<file path="src/hw/rtl/csf_pkg.sv">
package csf_pkg;

   localparam int LINES = 4096;
   localparam int IDX_W = $clog2(LINES);
   localparam int LINE_W = 12;
   localparam int REQ_W = 24;
   localparam int RSP_W = 16;

   typedef enum logic [2:0] {
      OP_RD_SHARED    = 3'd0,
      OP_RD_OWN       = 3'd1,
      OP_WR_INV       = 3'd2,
      OP_CLR_DEV      = 3'd3,
      OP_CLEAN_EVICT  = 3'd4,
      OP_DIRTY_EVICT  = 3'd5,
      OP_SET_BIAS     = 3'd6,
      OP_NONE         = 3'd7
   } op_type;

   typedef enum logic [1:0] {
      ST_I = 2'd0,
      ST_S = 2'd1,
      ST_E = 2'd2,
      ST_M = 2'd3
   } mesi_type;

   localparam logic [2:0] RESP_INVALID   = 3'd0;
   localparam logic [2:0] RESP_SHARED    = 3'd1;
   localparam logic [2:0] RESP_EXCLUSIVE = 3'd2;
   localparam logic [2:0] RESP_MODIFIED  = 3'd3;
   localparam logic [2:0] RESP_VALID     = 3'd4;

   localparam logic SRC_CPU = 1'b0;
   localparam logic SRC_GPU = 1'b1;

   // one line table entry, bit 0 (present) lowest
   typedef struct packed {
      logic       bias;
      logic       dirty;
      logic       owner;
      logic [1:0] sharers;   // bit 0 cpu, bit 1 gpu
      mesi_type   state;
      logic       present;
   } entry_type;

   // one result, response in the lowest bits
   typedef struct packed {
      logic       evicted;
      logic       host_bias_hit;
      logic       device_bias_hit;
      logic       back_invalidate_event;
      logic       writeback_event;
      logic       was_present;
      logic [2:0] response;
   } result_type;

   typedef struct packed {
      op_type     op;
      logic       requester;
      logic       bias_value;
   } cmd_type;

endpackage

</file>
<file path="src/hw/rtl/csf_next.sv">
module csf_next (
   input  csf_pkg::entry_type  ent,
   input  csf_pkg::cmd_type    cmd,
   input  logic                tracking_enable,
   output csf_pkg::entry_type  ent_next,
   output csf_pkg::result_type result
);
   import csf_pkg::*;

   logic [1:0] sb;
   logic [1:0] ob;
   logic       src;
   entry_type  e;
   entry_type  fresh;

   assign src = cmd.requester;
   assign sb  = src ? 2'b10 : 2'b01;
   assign ob  = ~sb;

   always_comb begin
      fresh         = '0;
      fresh.present = 1'b1;
      fresh.sharers = sb;
      fresh.owner   = src;
      e             = ent;
      result        = '0;

      if (!tracking_enable) begin
         result.response = RESP_VALID;
      end else begin
         result.was_present = ent.present;
         if (ent.present && (cmd.op == OP_RD_SHARED || cmd.op == OP_RD_OWN)) begin
            result.device_bias_hit = ent.bias && (src == SRC_GPU);
            result.host_bias_hit   = !ent.bias && (src == SRC_CPU);
         end

         case (cmd.op)
            OP_RD_SHARED: begin
               result.response = RESP_SHARED;
               if (!ent.present) begin
                  e       = fresh;
                  e.state = ST_S;
               end else begin
                  if (ent.state == ST_M) begin
                     result.writeback_event = 1'b1;
                     e.state = ST_S;
                     e.dirty = 1'b0;
                  end else if (ent.state == ST_I ||
                               (ent.state == ST_E && ent.owner != src)) begin
                     e.state = ST_S;
                  end
                  e.sharers = ent.sharers | sb;
               end
            end
            OP_RD_OWN: begin
               result.response = RESP_EXCLUSIVE;
               if (!ent.present) begin
                  e = fresh;
               end else if (!(ent.bias && src == SRC_GPU)) begin
                  result.back_invalidate_event = (ent.owner != src) ||
                                                 (|(ent.sharers & ob));
                  if (ent.owner != src && ent.state == ST_M) begin
                     result.writeback_event = 1'b1;
                     e.dirty = 1'b0;
                  end
               end
               e.state   = ST_E;
               e.sharers = sb;
               e.owner   = src;
            end
            OP_WR_INV: begin
               result.response = RESP_MODIFIED;
               if (!ent.present) begin
                  e = fresh;
               end else begin
                  result.back_invalidate_event =
                     (ent.owner != src && ent.state != ST_I) || (|(ent.sharers & ob));
                  result.writeback_event = (ent.owner != src) && (ent.state == ST_M);
               end
               e.state   = ST_M;
               e.sharers = sb;
               e.owner   = src;
               e.dirty   = 1'b1;
            end
            OP_CLR_DEV: begin
               if (ent.present && ent.sharers[1]) begin
                  if (ent.state == ST_M && ent.owner == SRC_GPU) begin
                     result.writeback_event = 1'b1;
                     e.dirty = 1'b0;
                  end
                  e.sharers[1] = 1'b0;
                  e.state      = ent.sharers[0] ? ST_S : ST_I;
               end
            end
            OP_CLEAN_EVICT: begin
               if (ent.present) begin
                  e.sharers = ent.sharers & ob;
                  if ((ent.sharers & ob) == 2'b00) begin
                     e.present      = 1'b0;
                     result.evicted = 1'b1;
                  end
               end
            end
            OP_DIRTY_EVICT: begin
               if (ent.present && ent.owner == src) begin
                  result.writeback_event = 1'b1;
                  e.sharers = ent.sharers & ob;
                  e.dirty   = 1'b0;
                  if ((ent.sharers & ob) == 2'b00) begin
                     e.present      = 1'b0;
                     result.evicted = 1'b1;
                  end else begin
                     e.state = ST_S;
                  end
               end
            end
            OP_SET_BIAS: begin
               if (!ent.present) begin
                  e         = '0;
                  e.present = 1'b1;
               end
               e.bias = cmd.bias_value;
            end
            default: begin
            end
         endcase
      end

      // an entry that is not present is stored as all zeros
      ent_next = e.present ? e : '0;
   end

endmodule

</file>
<file path="config.mk">
export PLATFORM = sky130hd
export DESIGN_NAME = csf_next
export DESIGN_NICKNAME = d
export VERILOG_FILES = /design/src/hw/rtl/csf_pkg.sv /design/src/hw/rtl/csf_next.sv
export SDC_FILE = /design/constraint.sdc
export NUM_CORES = 1
export LEC_CHECK = 0
export BUFFER_PORTS_ARGS = -buffer_cell sky130_fd_sc_hd__buf_2
export CAP_MARGIN = 20
export CORE_ASPECT_RATIO = 1.2
export CORE_MARGIN = 1.5
export CORE_UTILIZATION = 40
export DETAILED_ROUTE_END_ITERATION = 16
export GPL_TIMING_DRIVEN = 0
export PLACE_DENSITY = 0.68
export SLEW_MARGIN = 15
export SYNTH_ARGS = -nofsm -noshare
export SYNTH_HDL_FRONTEND = slang
export SYNTH_SLANG_ARGS = --single-unit
</file>
<file path="constraint.sdc">
create_clock -name vclk -period 3.51
set_clock_uncertainty 0.15 [all_clocks]
set_input_delay 0.1755 -clock vclk [all_inputs]
set_output_delay 0.1755 -clock vclk [all_outputs]
set_load 0.03 [all_outputs]
</file>
==> impl_metrics.ini <==
[floorplan]
die_h_um = 50.93
die_area_mm2 = 0.002187
core_mm2 = 0.001829
die_x_um = 42.94
row_count = 17
initial_core_util_pct = 41.86
io_pins = 31

[critical_path]
critPathMaxFanout = 10
end_kind = primary output
cpMostUsedCell = buf_2
critPathKind = in2out
max_stage_delay_ns = 0.31
critPathLaunchType = primary input
cp_cell_sequence = buf_2, buf_6, xor2_1, o31a_1, a21o_1, a31oi_1, buf_2
critPathSlowestCell = o31a_1
required_ns = 3.18
crit_arrival_ns = 1.43

[min_path]
min_to = result[7]
holdCritPathClass = in2out
worst_hold_startpoint = ent[7]
hold-path-cell-count = 3

[layout]
utilization_pct = 50.55
stdcell_count = 167
regArea_um2 = 0
area_growth_pct = 20.75
drive_gt1_share_pct = 31.08
nFillCells = 199
diodes = 0
final_cell_mix = 35 x buf_2, 12 x nand2_1, 9 x a21oi_1
num-clock-buffers = 0
nNetsFinal = 164
seq_cell_count = 0
final_common_cell = buf_2

[power]
p_switching_uw = 91.89
power_density_mw_per_mm2 = 152.0
power_frac_comb_pct = 100.0
pwr-share-clk_pct = 0
max-vdd-ir-drop_uv = 55.93
p_leak_uw = 0.0004153
power.internal_uw = 48.70
p_sw_share_pct = 65.36
seq_power_share_pct = 0

[grt]
overflow = 0
grt_pass1_vias = 925
grt_pass1_wl_um = 4250
grt_antenna_before_repair = 0
track_usage_pct = 24.01
grt_max_degree = 11

[sta]
hold_violations = 0
rsz0062_at_grt = no
maxSlewHeadroom_pct = 73.43
max_freq_ghz = 0.5684
slew_viol_final = 0
fin_crit_sh_pct = 50.12
min_period_ns = 1.759
setup-violations-final = 0
tns_ns = 0
max_slew.worst_pin.slew_ns = 0.3986

[drt]
wire_per_inst_um = 15.88
drtIter0Drc = 51
drt-total-wl_um = 2652
ant_nets = 0
vias = 1104
drc_errors = 0
dr.pass1.iters = 4
via_per_inst = 6.611

[synth]
yosysTopAreaCell = a21oi_1
synth_top_area_share_pct = 5.882
syn_avg_cell_area_um2 = 6.328
ys_seq_area_share_pct = 0
synth_nets = 135
synth_warnings = 0
syn_area_um2 = 765.7
yosys.cell_types.count = 48
synth_cells = 121
synth.area.top_cells = a21oi_1 5.9%, nand2_1 5.9%, nand2b_1 5.7%, buf_2 5.2%, a31oi_1 4.9%

[cts]
post_cts_buffers = 0
cts_hold_buffers = 0
ctsResizeCount = 0

[placed_design]
dp_cells = 167
hpwl_um = 2016
place_congestion = 0.9221
portBuffers = 27

[outcome]
run_status = finished, final reports clean

[job]
cap_violations = 0
[cell usage after synthesis, types with 3 or more instances]
cell	n
a21oi_1	9
a31oi_1	6
and2_1	3
buf_2	8
inv_1	6
inv_2	3
nand2_1	12
nand2b_1	7
nand3_1	5
nor2_1	4
nor3_1	3
nor4_1	4
o21ai_0	3
o21ai_1	4
o311a_1	3
[metal layers]
metal	up-vias	wire [um]	GRT usage, %
li1	517	-	-
met1	521	1092	32.00
met2	58	1320	41.41
met3	8	186	0.7067
met4	0	53	7.576
met5	-	0	0
[worst max-delay path: cells and delay by family]
| family | cells | cell delay (ns) |
|---|---|---|
| AO/OA/AOI/OAI | 3 | 0.64 |
| XOR/XNOR | 1 | 0.16 |
| buffers and inverters | 3 | 0.45 |
[power by group through the flow]
stage	Combinational (uW)	Clock [uW]	Sequential, uW
detailed placement	138	0	0
global route	151	0	0
CTS	139	0	0
global placement	137	0	0
finish	141	0	0
floorplan	101	0	0
[metrics by stage]
| stage | hold WS (ns) | setup WS, ns | power (uW) | area (um^2) |
|---|---|---|---|---|
| 4_1_cts | 0.5587 | 1.749 | 138.6 | 924.6 |
| 3_5_place_dp | 0.5572 | 1.754 | 138.4 | 924.6 |
| 5_1_grt | 0.5980 | 1.671 | 151.1 | 924.6 |
| 6_report | 0.5655 | 1.751 | 140.6 | 924.6 |
| 2_1_floorplan | 0.3198 | 1.446 | 100.9 | 765.7 |
| 3_3_place_gp | 0.5508 | 1.773 | 136.9 | 924.6 |
[logic make-up (layout without fill, tap and decap cells)]
group	after synthesis	after routing	synth area share, %
buffers and inverters	20	47	13.56
AOI/OAI and AO/OA	48	48	45.75
xor gates and xnor gates	2	2	2.288
and+or+nand+nor	50	50	37.09
muxes	1	1	1.307
[final cells by class]
| cell class | count | area, um^2 | share of cell area (%) |
|---|---|---|---|
| plain buffers | 11 | 70.07 | 7.578 |
| inverters | 9 | 33.78 | 3.654 |
| multi-input cells | 101 | 661.9 | 71.58 |
| well taps | 19 | 23.77 | 2.571 |
| repair buffers | 27 | 135.1 | 14.61 |
[worst max path at each step]
stage,from,to,slack (ns),depth (start not counted)
after floorplan,ent[0],result[5],1.45,5
after global placement,tracking_enable,ent_next[5],1.77,6
after detailed placement,ent[5],ent_next[2],1.75,7
after CTS,ent[5],ent_next[2],1.75,7
after global routing,cmd[4],ent_next[5],1.67,6
final,ent[5],ent_next[2],1.75,7
(Power assumes the default switching activity.)
